--- src/sv/sha_pkg.sv ---
`default_nettype none
// ----------------------------------------------------------------------------
// SHA-256 hasher package
// Shared types and constants of the byte-stream SHA-256 hasher.
// ----------------------------------------------------------------------------
package sha_pkg;

    localparam int unsigned QUEUE_DEPTH = 4;
    localparam int unsigned QPTR_W      = $clog2(QUEUE_DEPTH);

    localparam logic [7:0] PAD_MARK = 8'h80;

    // One queued item between the front and the back.
    typedef struct packed {
        logic [7:0] data_byte;
        logic       has_byte;
        logic       last;
    } t_item;

    typedef enum logic [2:0] {
        ST_IDLE,
        ST_COMP,
        ST_ADD,
        ST_PAD,
        ST_EMIT
    } t_state;

    localparam logic [31:0] HASH_IV [8] = '{
        32'h6a09e667, 32'hbb67ae85, 32'h3c6ef372, 32'ha54ff53a,
        32'h510e527f, 32'h9b05688c, 32'h1f83d9ab, 32'h5be0cd19
    };

    localparam logic [31:0] ROUND_K [64] = '{
        32'h428a2f98, 32'h71374491, 32'hb5c0fbcf, 32'he9b5dba5,
        32'h3956c25b, 32'h59f111f1, 32'h923f82a4, 32'hab1c5ed5,
        32'hd807aa98, 32'h12835b01, 32'h243185be, 32'h550c7dc3,
        32'h72be5d74, 32'h80deb1fe, 32'h9bdc06a7, 32'hc19bf174,
        32'he49b69c1, 32'hefbe4786, 32'h0fc19dc6, 32'h240ca1cc,
        32'h2de92c6f, 32'h4a7484aa, 32'h5cb0a9dc, 32'h76f988da,
        32'h983e5152, 32'ha831c66d, 32'hb00327c8, 32'hbf597fc7,
        32'hc6e00bf3, 32'hd5a79147, 32'h06ca6351, 32'h14292967,
        32'h27b70a85, 32'h2e1b2138, 32'h4d2c6dfc, 32'h53380d13,
        32'h650a7354, 32'h766a0abb, 32'h81c2c92e, 32'h92722c85,
        32'ha2bfe8a1, 32'ha81a664b, 32'hc24b8b70, 32'hc76c51a3,
        32'hd192e819, 32'hd6990624, 32'hf40e3585, 32'h106aa070,
        32'h19a4c116, 32'h1e376c08, 32'h2748774c, 32'h34b0bcb5,
        32'h391c0cb3, 32'h4ed8aa4a, 32'h5b9cca4f, 32'h682e6ff3,
        32'h748f82ee, 32'h78a5636f, 32'h84c87814, 32'h8cc70208,
        32'h90befffa, 32'ha4506ceb, 32'hbef9a3f7, 32'hc67178f2
    };

endpackage
`default_nettype wire

--- src/sv/sha_if.sv ---
`default_nettype none
// ----------------------------------------------------------------------------
// SHA-256 hasher channels
// Valid/ready channels for message items and for digest words.
// ----------------------------------------------------------------------------
interface sha_in_if;
    logic       valid;
    logic       ready;
    logic [7:0] data_byte;
    logic       has_byte;
    logic       last;

    modport source(output valid, data_byte, has_byte, last, input ready);
    modport sink(input valid, data_byte, has_byte, last, output ready);
endinterface

interface sha_out_if;
    logic        valid;
    logic        ready;
    logic [31:0] digest_word;
    logic [2:0]  word_index;
    logic        last_word;

    modport source(output valid, digest_word, word_index, last_word, input ready);
    modport sink(input valid, digest_word, word_index, last_word, output ready);
endinterface
`default_nettype wire

--- src/sv/sha256_stream_hasher_unit.sv ---
`default_nettype none
// ----------------------------------------------------------------------------
// SHA-256 stream hasher
// Hashes a byte stream and returns the eight digest words per message.
//
//   Channel | Direction | Payload                               | Handshake
//   i_in    | in        | data_byte[7:0], has_byte, last        | valid/ready
//   o_out   | out       | digest_word[31:0], word_index, last_word | valid/ready
//
// While the engine is idle, bytes are absorbed one per cycle; every 64th byte
// starts the round engine, which runs the compression rounds and then the
// chaining add. Finishing shifts in up to 64 pad bytes per block, one per
// cycle, then one or two compressions, then eight output words. A four-item
// queue lets the input keep going while the engine is busy. Reset is
// synchronous and restores the initial hash state.
// ----------------------------------------------------------------------------
module sha256_stream_hasher_unit
    import sha_pkg::*;
(
    input  wire       i_clk,
    input  wire       i_rst_n,
    sha_in_if.sink    i_in,
    sha_out_if.source o_out
);

    sha_in_if u_queue ();

    sha_front u_front (
        .i_clk   (i_clk),
        .i_rst_n (i_rst_n),
        .i_in    (i_in),
        .o_q     (u_queue.source)
    );

    sha_core u_core (
        .i_clk   (i_clk),
        .i_rst_n (i_rst_n),
        .i_q     (u_queue.sink),
        .o_out   (o_out)
    );

endmodule
`default_nettype wire

--- src/sv/sha_front.sv ---
`default_nettype none
// ----------------------------------------------------------------------------
// SHA-256 hasher front end
// Accepts message items, drops those that carry neither a byte nor an end
// mark, and queues the rest for the compression engine.
// ----------------------------------------------------------------------------
module sha_front
    import sha_pkg::*;
(
    input  wire      i_clk,
    input  wire      i_rst_n,
    sha_in_if.sink   i_in,
    sha_in_if.source o_q
);

    t_item              r_q [QUEUE_DEPTH];
    logic [QPTR_W-1:0]  r_wptr, n_wptr;
    logic [QPTR_W-1:0]  r_rptr, n_rptr;
    logic [QPTR_W:0]    r_cnt, n_cnt;
    logic               push, pop, in_acc;

    assign i_in.ready  = (r_cnt != QUEUE_DEPTH[QPTR_W:0]);
    assign in_acc      = i_in.valid && i_in.ready;
    // An item with no byte and no end mark has no effect on the hash.
    assign push        = in_acc && (i_in.has_byte || i_in.last);
    assign pop         = o_q.valid && o_q.ready;

    assign o_q.valid     = (r_cnt != '0);
    assign o_q.data_byte = r_q[r_rptr].data_byte;
    assign o_q.has_byte  = r_q[r_rptr].has_byte;
    assign o_q.last      = r_q[r_rptr].last;

    always_comb begin
        n_wptr = push ? r_wptr + 1'b1 : r_wptr;
        n_rptr = pop  ? r_rptr + 1'b1 : r_rptr;
        n_cnt  = r_cnt + {{QPTR_W{1'b0}}, push} - {{QPTR_W{1'b0}}, pop};
    end

    always_ff @(posedge i_clk) begin
        if (!i_rst_n) begin
            r_wptr <= '0;
            r_rptr <= '0;
            r_cnt  <= '0;
        end else begin
            r_wptr <= n_wptr;
            r_rptr <= n_rptr;
            r_cnt  <= n_cnt;
        end
    end

    always_ff @(posedge i_clk) begin
        if (push) begin
            r_q[r_wptr] <= '{data_byte: i_in.data_byte, has_byte: i_in.has_byte,
                             last: i_in.last};
        end
    end

endmodule
`default_nettype wire

--- src/sv/sha_core.sv ---
`default_nettype none
// ----------------------------------------------------------------------------
// SHA-256 hasher back end
// Shifts bytes into the block register, pads, runs one round per cycle and
// emits the digest words through an output register.
// ----------------------------------------------------------------------------
module sha_core
    import sha_pkg::*;
(
    input  wire       i_clk,
    input  wire       i_rst_n,
    sha_in_if.sink    i_q,
    sha_out_if.source o_out
);

    function automatic logic [31:0] f_bsig0(input logic [31:0] x);
        f_bsig0 = {x[1:0], x[31:2]} ^ {x[12:0], x[31:13]} ^ {x[21:0], x[31:22]};
    endfunction

    function automatic logic [31:0] f_bsig1(input logic [31:0] x);
        f_bsig1 = {x[5:0], x[31:6]} ^ {x[10:0], x[31:11]} ^ {x[24:0], x[31:25]};
    endfunction

    function automatic logic [31:0] f_ssig0(input logic [31:0] x);
        f_ssig0 = {x[6:0], x[31:7]} ^ {x[17:0], x[31:18]} ^ {3'b000, x[31:3]};
    endfunction

    function automatic logic [31:0] f_ssig1(input logic [31:0] x);
        f_ssig1 = {x[16:0], x[31:17]} ^ {x[18:0], x[31:19]} ^ {10'd0, x[31:10]};
    endfunction

    t_state        r_state, n_state;
    logic [511:0]  r_blk;
    logic [5:0]    r_fill;
    logic [63:0]   r_bits;
    logic [31:0]   r_chain [8];
    logic [31:0]   r_v [8];
    logic [5:0]    r_rnd;
    logic          r_pend_last, r_padding, r_sent80, r_len_ok, r_final;
    logic [2:0]    r_widx;
    logic          r_ovld;
    logic [31:0]   r_oword;
    logic [2:0]    r_oidx;
    logic          r_olast;

    logic          q_acc, wr_en, load_out, start_pad;
    logic [7:0]    wr_byte, pad_byte, len_byte;
    logic [31:0]   t1, t2, w_new;

    assign q_acc = i_q.valid && i_q.ready;

    assign len_byte = 8'(r_bits >> {~r_fill[2:0], 3'b000});

    always_comb begin
        if (!r_sent80) begin
            pad_byte = PAD_MARK;
        end else if (r_len_ok && (r_fill >= 6'd56)) begin
            pad_byte = len_byte;
        end else begin
            pad_byte = 8'h00;
        end
    end

    // Round datapath; the block register doubles as the schedule window.
    always_comb begin
        t1 = r_v[7] + f_bsig1(r_v[4]) + ((r_v[4] & r_v[5]) ^ (~r_v[4] & r_v[6]))
           + ROUND_K[r_rnd] + r_blk[511:480];
        t2 = f_bsig0(r_v[0]) + ((r_v[0] & r_v[1]) ^ (r_v[0] & r_v[2]) ^ (r_v[1] & r_v[2]));
        w_new = r_blk[511:480] + f_ssig0(r_blk[479:448]) + r_blk[223:192]
              + f_ssig1(r_blk[63:32]);
    end

    // Next state
    always_comb begin
        n_state = r_state;
        case (r_state)
            ST_IDLE: begin
                if (q_acc) begin
                    if (i_q.has_byte && (r_fill == 6'd63)) begin
                        n_state = ST_COMP;
                    end else if (i_q.last) begin
                        n_state = ST_PAD;
                    end
                end
            end
            ST_COMP: begin
                if (r_rnd == 6'd63) begin
                    n_state = ST_ADD;
                end
            end
            ST_ADD: begin
                if (r_padding) begin
                    n_state = r_final ? ST_EMIT : ST_PAD;
                end else begin
                    n_state = r_pend_last ? ST_PAD : ST_IDLE;
                end
            end
            ST_PAD: begin
                if (r_fill == 6'd63) begin
                    n_state = ST_COMP;
                end
            end
            ST_EMIT: begin
                if (load_out && (r_widx == 3'd7)) begin
                    n_state = ST_IDLE;
                end
            end
            default: n_state = ST_IDLE;
        endcase
    end

    // Control outputs
    always_comb begin
        i_q.ready = 1'b0;
        wr_en     = 1'b0;
        wr_byte   = pad_byte;
        load_out  = 1'b0;
        start_pad = 1'b0;
        case (r_state)
            ST_IDLE: begin
                i_q.ready = 1'b1;
                wr_en     = q_acc && i_q.has_byte;
                wr_byte   = i_q.data_byte;
                start_pad = q_acc && i_q.last
                          && !(i_q.has_byte && (r_fill == 6'd63));
            end
            ST_ADD: begin
                start_pad = !r_padding && r_pend_last;
            end
            ST_PAD: begin
                wr_en = 1'b1;
            end
            ST_EMIT: begin
                load_out = !r_ovld || o_out.ready;
            end
            default: begin
                i_q.ready = 1'b0;
            end
        endcase
    end

    always_ff @(posedge i_clk) begin
        if (!i_rst_n) begin
            r_state     <= ST_IDLE;
            r_fill      <= '0;
            r_bits      <= '0;
            r_rnd       <= '0;
            r_pend_last <= 1'b0;
            r_padding   <= 1'b0;
            r_sent80    <= 1'b0;
            r_len_ok    <= 1'b0;
            r_final     <= 1'b0;
            r_widx      <= '0;
            r_ovld      <= 1'b0;
            for (int i = 0; i < 8; i++) begin
                r_chain[i] <= HASH_IV[i];
            end
        end else begin
            r_state <= n_state;
            if (q_acc) begin
                r_pend_last <= i_q.last;
                if (i_q.has_byte) begin
                    r_bits <= r_bits + 64'd8;
                end
            end
            if (wr_en) begin
                r_fill <= r_fill + 6'd1;
            end
            if (start_pad) begin
                r_padding <= 1'b1;
                r_sent80  <= 1'b0;
                r_len_ok  <= 1'b0;
                r_final   <= 1'b0;
            end
            if (r_state == ST_PAD) begin
                if (!r_sent80) begin
                    r_sent80 <= 1'b1;
                    r_len_ok <= (r_fill < 6'd56);
                end
                if (r_fill == 6'd63) begin
                    r_final <= r_sent80 && r_len_ok;
                end
            end
            if (n_state == ST_COMP && r_state != ST_COMP) begin
                r_rnd <= '0;
            end else if (r_state == ST_COMP) begin
                r_rnd <= r_rnd + 6'd1;
            end
            if (r_state == ST_ADD) begin
                for (int i = 0; i < 8; i++) begin
                    r_chain[i] <= r_chain[i] + r_v[i];
                end
                if (r_padding && !r_final) begin
                    r_len_ok <= 1'b1;
                end
            end
            if (load_out) begin
                r_ovld <= 1'b1;
                r_widx <= r_widx + 3'd1;
                if (r_widx == 3'd7) begin
                    // The message is done; start over from the initial values.
                    for (int i = 0; i < 8; i++) begin
                        r_chain[i] <= HASH_IV[i];
                    end
                    r_bits      <= '0;
                    r_fill      <= '0;
                    r_padding   <= 1'b0;
                    r_pend_last <= 1'b0;
                end
            end else if (o_out.ready) begin
                r_ovld <= 1'b0;
            end
        end
    end

    always_ff @(posedge i_clk) begin
        if (wr_en) begin
            r_blk <= {r_blk[503:0], wr_byte};
        end else if (r_state == ST_COMP) begin
            r_blk <= {r_blk[479:0], w_new};
        end
        if (n_state == ST_COMP && r_state != ST_COMP) begin
            for (int i = 0; i < 8; i++) begin
                r_v[i] <= r_chain[i];
            end
        end else if (r_state == ST_COMP) begin
            r_v[7] <= r_v[6];
            r_v[6] <= r_v[5];
            r_v[5] <= r_v[4];
            r_v[4] <= r_v[3] + t1;
            r_v[3] <= r_v[2];
            r_v[2] <= r_v[1];
            r_v[1] <= r_v[0];
            r_v[0] <= t1 + t2;
        end
        if (load_out) begin
            r_oword <= r_chain[r_widx];
            r_oidx  <= r_widx;
            r_olast <= (r_widx == 3'd7);
        end
    end

    assign o_out.valid       = r_ovld;
    assign o_out.digest_word = r_oword;
    assign o_out.word_index  = r_oidx;
    assign o_out.last_word   = r_olast;

endmodule
`default_nettype wire

--- src/flat_wrapper.sv ---
// flat-port wrapper written by rule: the top's interface ports become plain ports
module sha256_stream_hasher_unit_flat import sha_pkg::*;
  (i_clk, i_rst_n, i_in_valid, i_in_data_byte, i_in_has_byte, i_in_last, i_in_ready, o_out_valid, o_out_digest_word, o_out_word_index, o_out_last_word, o_out_ready);
  sha_in_if i_in_i ();
  sha_out_if o_out_i ();
  input  wire i_clk;
  input  wire i_rst_n;
  input wire logic [$bits(i_in_i.valid)-1:0] i_in_valid;
  input wire logic [$bits(i_in_i.data_byte)-1:0] i_in_data_byte;
  input wire logic [$bits(i_in_i.has_byte)-1:0] i_in_has_byte;
  input wire logic [$bits(i_in_i.last)-1:0] i_in_last;
  output wire logic [$bits(i_in_i.ready)-1:0] i_in_ready;
  output wire logic [$bits(o_out_i.valid)-1:0] o_out_valid;
  output wire logic [$bits(o_out_i.digest_word)-1:0] o_out_digest_word;
  output wire logic [$bits(o_out_i.word_index)-1:0] o_out_word_index;
  output wire logic [$bits(o_out_i.last_word)-1:0] o_out_last_word;
  input wire logic [$bits(o_out_i.ready)-1:0] o_out_ready;
  assign i_in_i.valid = i_in_valid;
  assign i_in_i.data_byte = i_in_data_byte;
  assign i_in_i.has_byte = i_in_has_byte;
  assign i_in_i.last = i_in_last;
  assign i_in_ready = i_in_i.ready;
  assign o_out_valid = o_out_i.valid;
  assign o_out_digest_word = o_out_i.digest_word;
  assign o_out_word_index = o_out_i.word_index;
  assign o_out_last_word = o_out_i.last_word;
  assign o_out_i.ready = o_out_ready;
  sha256_stream_hasher_unit u_core (.i_clk(i_clk), .i_rst_n(i_rst_n), .i_in(i_in_i), .o_out(o_out_i));
endmodule
--- config.mk ---
export PLATFORM = sky130hd
export DESIGN_NAME = sha256_stream_hasher_unit_flat
export DESIGN_NICKNAME = d
export VERILOG_FILES = /design/src/sv/sha_pkg.sv /design/src/sv/sha_if.sv /design/src/sv/sha256_stream_hasher_unit.sv /design/src/sv/sha_front.sv /design/src/sv/sha_core.sv /design/src/flat_wrapper.sv
export SDC_FILE = /design/constraint.sdc
export NUM_CORES = 2
export LEC_CHECK = 0
export BUFFER_PORTS_ARGS = -buffer_cell sky130_fd_sc_hd__buf_2
export CAP_MARGIN = 5
export CORE_AREA = 2 2 380 382
export CTS_BUF_LIST = sky130_fd_sc_hd__clkbuf_8
export DETAILED_ROUTE_END_ITERATION = 10
export DIE_AREA = 0 0 382 384
export PLACE_DENSITY_LB_ADDON = 0.12
export SKIP_LAST_GASP = 1
export SYNTH_ARGS = -nofsm -noshare
export SYNTH_HDL_FRONTEND = slang
export SYNTH_SLANG_ARGS = --single-unit
--- constraint.sdc ---
create_clock -name i_clk -period 16.1 [get_ports i_clk]
set_input_delay 3.22 -clock i_clk [delete_from_list [all_inputs] [get_ports i_clk]]
set_output_delay 3.22 -clock i_clk [all_outputs]
set_load 0.03 [all_outputs]
==> summary.log <==
qor: sta.setup_viol_count_final 0
qor: setup_path.cp_slowest_stage_delay 760 ps
qor: global_routing.grtUsageMet1 46.69%
qor: setup_path.path_class register to register
qor: detailed_routing.vias_per_cell 5.968
qor: sta.final-max-slew-violation-count 0
qor: clock_network.cts.repair.resized 0
qor: synthesis.synth.avg_cell_area 9.318 um2
qor: die.die-height 384 um
qor: detailed_routing.detail_route.iter0.violations 6965
qor: synthesis.syn-instance-count 8355
qor: clock_network.clk_pin_slew 70 ps
qor: clock_network.cts_tree built
qor: clock_network.cts-buffers-inserted 207
qor: synthesis.synthArstFlopShare 0%
qor: synthesis.synthTopCellsByArea edfxtp_1 (37%), nand2_1 (12%), ha_1 (6.5%), dfxtp_1 (5.7%), fa_1 (5.0%)
qor: die.core_region_area 0.1428 mm2
qor: sta.slew_headroom 12.07%
qor: detailed_routing.drtAntennaViolNets 0
qor: layout.areaGrowthSynthToFinish 7.226%
qor: placement.port_buffers 51
qor: layout.nNetsFinal 8840
qor: sta.max_slew.worst_pin.slew 1302 ps
qor: die.floorplan_die_area 0.1467 mm2
qor: worst_hold_path.type_of_the_most_critical_hold_path register to register
qor: global_routing.grt_pass1_wl 356500 um
qor: clock_network.clock_path_buffers 3
qor: setup_path.endpoint_kind_of_the_worst_setup_timing_path register
qor: synthesis.synth_nets 8969
qor: synthesis.postSynthRegisterBits 1194
qor: synthesis.synth_largest_area_cell edfxtp_1
qor: sta.setup-tns-final 0 ps
qor: setup_path.regToRegSetupSlack 6110 ps
qor: synthesis.leading_register_cell_type_out_of_synthesis edfxtp_1
qor: global_routing.grt.met3_usage 5.749%
qor: sta.grt_setup_unrepaired false
qor: flow_run.max_cap_viol_count 0
qor: status.status complete, no violations
qor: die.initial_core_util 54.52%
qor: layout.multi_input_combinational_cell_area 0.04132 mm2
qor: setup_path.critical_path.max_fanout 19
qor: layout.postLayoutCoreUtil 58.46%
qor: global_routing.grt.total_usage 31.76%
qor: setup_path.cp_data_arrival_time 10810 ps
qor: sta.final.min_clock_period 9989 ps
qor: clock_network.h-tree-depth 4
qor: synthesis.synth_sequential_area_ratio 43.20%
qor: placement.gp_congestion 0.9767
qor: clock_network.post_cts_hold_buffer_count 0
qor: die.io-pin-count 52
qor: die.die_w 382 um
qor: sta.final.setup_skew 64.25 ps
qor: synthesis.synth_cell_type_count 96
qor: synthesis.number_of_warnings_reported_in_the_yosys_synthesis_log 0
qor: setup_path.critPathLaunch u_core.u_core.r_rnd[0]
qor: setup_path.start_kind register
qor: setup_path.critical_path.reg2reg.endpoint u_core.u_core.r_v[0][28]
qor: global_routing.grt-ovfl-total 0
qor: global_routing.grt_start_max_net_pins 255
qor: detailed_routing.drtPass1Iterations 9
qor: layout.post_layout_nonfiller_instances 10310
qor: layout.post_route_cells_drive_above_1_share 7.132%
qor: sta.achievable-frequency 0.1001 GHz
qor: synthesis.number_of_synthesized_flops_with_an_enable_pin 972
qor: clock_network.cts_num_sinks 1194
qor: global_routing.grt_use_met2 47.28%
qor: detailed_routing.vias 61520
qor: setup_path.worstReg2RegStart u_core.u_core.r_rnd[0]
qor: detailed_routing.drc_violations_left 0
qor: placement.dp_hpwl 170300 um
qor: detailed_routing.wirelength_routed 235400 um
qor: setup_path.r2r.worst_path.cells 35
qor: synthesis.synthesis.area 0.07785 mm2
qor: placement.placed_instances 9920
qor: global_routing.globalRoute.busiestLayer met2
qor: sta.timing_hold_violations_final 0
qor: setup_path.worstSetupEndpoint u_core.u_core.r_v[0][28]
qor: setup_path.slowest_stage ha_1
qor: clock_network.post_cts_buffers 0
qor: clock_network.worstSkewPairLatency 980 ps
qor: layout.n_fill_cell 12590
qor: clock_network.cts_root_buf clkbuf_8
qor: synthesis.synth_top_area_share 37.49%
qor: worst_hold_path.hold_path_depth 2
qor: setup_path.worst-endpoint-required 16930 ps
qor: sta.min_period_over_period 62.04%
qor: die.placement_rows 139
qor: detailed_routing.post_drt_wl_per_cell 22.83 um
qor: global_routing.first_global_vias 58170
qor: layout.sequential_cell_area 0.03365 mm2
qor: global_routing.initial_antenna_violation_count 7
-- cells in the final DEF (no fill, tap or decap), drive strengths merged, types with 13 or more instances in the layout --
| cell type | count |
|---|---|
| a211o | 15 |
| a211oi | 59 |
| a21boi | 19 |
| a21o | 185 |
| a21oi | 438 |
| a31oi | 41 |
| and2 | 29 |
| and3 | 62 |
| buf | 112 |
| clkbuf | 222 |
| clkinv | 84 |
| dfxtp | 222 |
| edfxtp | 972 |
| fa | 196 |
| ha | 404 |
| inv | 396 |
| mux2 | 54 |
| mux2i | 36 |
| mux4 | 95 |
| nand2 | 2549 |
| nand2b | 64 |
| nand3 | 99 |
| nand4 | 32 |
| nor2 | 360 |
| nor2b | 68 |
| nor3 | 89 |
| nor3b | 24 |
| nor4 | 13 |
| o211ai | 61 |
| o21a | 55 |
| o21ai | 412 |
| o21bai | 47 |
| o311ai | 14 |
| o31ai | 34 |
| or3 | 44 |
| xnor2 | 389 |
| xor2 | 220 |
-- Yosys cell counts, types with 62 or more instances --
| cell | instances |
|---|---|
| nand3_1 | 98 |
| a21o_1 | 185 |
| nand2b_1 | 64 |
| xnor2_1 | 389 |
| edfxtp_1 | 972 |
| ha_1 | 404 |
| and3_1 | 62 |
| dfxtp_1 | 222 |
| xor2_1 | 220 |
| nor2b_1 | 68 |
| nand2_1 | 2548 |
| inv_1 | 328 |
| nor3_1 | 87 |
| clkbuf_1 | 402 |
| fa_1 | 196 |
| o21ai_0 | 409 |
| a21oi_1 | 437 |
| mux4_2 | 95 |
| nor2_1 | 359 |
-- critical path: cells and delay by family (launching register included) --
family | cells | cell delay [ps]
flip-flops | 1 | 310
adder cells (fa/ha/maj) | 7 | 3280
AND/OR/NAND/NOR | 11 | 2500
XOR/XNOR | 1 | 210
AO/OA/AOI/OAI | 12 | 2840
buffers and inverters | 4 | 670
-- registers in the layout, indices dropped and copies added (netlist names), 2 cells and up, named ones only --
register	cells
u_core.u_core.o_out.digest_word	32
u_core.u_core.o_out.word_index	3
u_core.u_core.r_bits	61
u_core.u_core.r_blk	512
u_core.u_core.r_chain	256
u_core.u_core.r_fill	6
u_core.u_core.r_rnd	6
u_core.u_core.r_state	3
u_core.u_core.r_v	256
u_core.u_core.r_widx	3
u_core.u_front.r_cnt	3
u_core.u_front.r_q	40
u_core.u_front.r_rptr	2
u_core.u_front.r_wptr	2
-- worst min-delay path by stage --
stage | startpoint | end | slack, ps
CTS | u_core.u_core.r_chain[7][12] | u_core.u_core.r_chain[7][12] | 490
global route | u_core.u_core.r_chain[7][5] | u_core.u_core.r_chain[7][5] | 510
floorplan | u_core.u_core.r_widx[2] | u_core.u_core.o_out.word_index[2] | 430
global placement | u_core.u_core.r_fill[5] | u_core.u_core.r_fill[5] | 460
finish | u_core.u_core.r_chain[7][5] | u_core.u_core.r_chain[7][5] | 490
detailed placement | u_core.u_core.r_chain[7][13] | u_core.u_core.r_chain[7][13] | 480
-- layout make-up --
class / instances / area share (%)
antenna: 6 / 0.01799
sequential: 1194 / 40.31
clock inverter: 160 / 1.262
clock buffer: 222 / 3.660
tap: 1903 / 2.852
multi-input combinational: 6381 / 49.50
inverter: 330 / 1.487
timing repair buffer: 112 / 0.9143
-- metal layers --
metal	routed length, um	share of wire, %
met4	8079	3.4
met1	104600	44
met2	102800	44
met3	19870	8.4
met5	14	0.0059
-- cells by family (layout without fill, tap and decap cells) --
kind of cell    count (synthesis)  after routing  share of synthesized area (%)
flops                        1194           1194                          43.20
fa+ha+maj                     604            604                          11.58
simple gates                 3473           3473                          18.50
mux                           185            185                          3.992
compound gates               1510           1510                          12.06
other cells                     0              6                              0
xor+xnor                      609            609                          6.851
buf+inv                       780            824                          3.806
-- metrics by stage --
stage          worst slack (ps)  hold slack (ps)  instance area [um2]
2_1_floorplan              2181            434.8                77850
3_3_place_gp               6507            464.4                79350
3_5_place_dp               6497            484.4                79350
4_1_cts                    6429            490.6                83460
5_1_grt                    5543            509.5                83470
6_report                   6111            493.1                83480
Power is left out: the tool's default activity adds up to more than one toggle a clock period on the data nets, which glitch-free logic cannot reach.
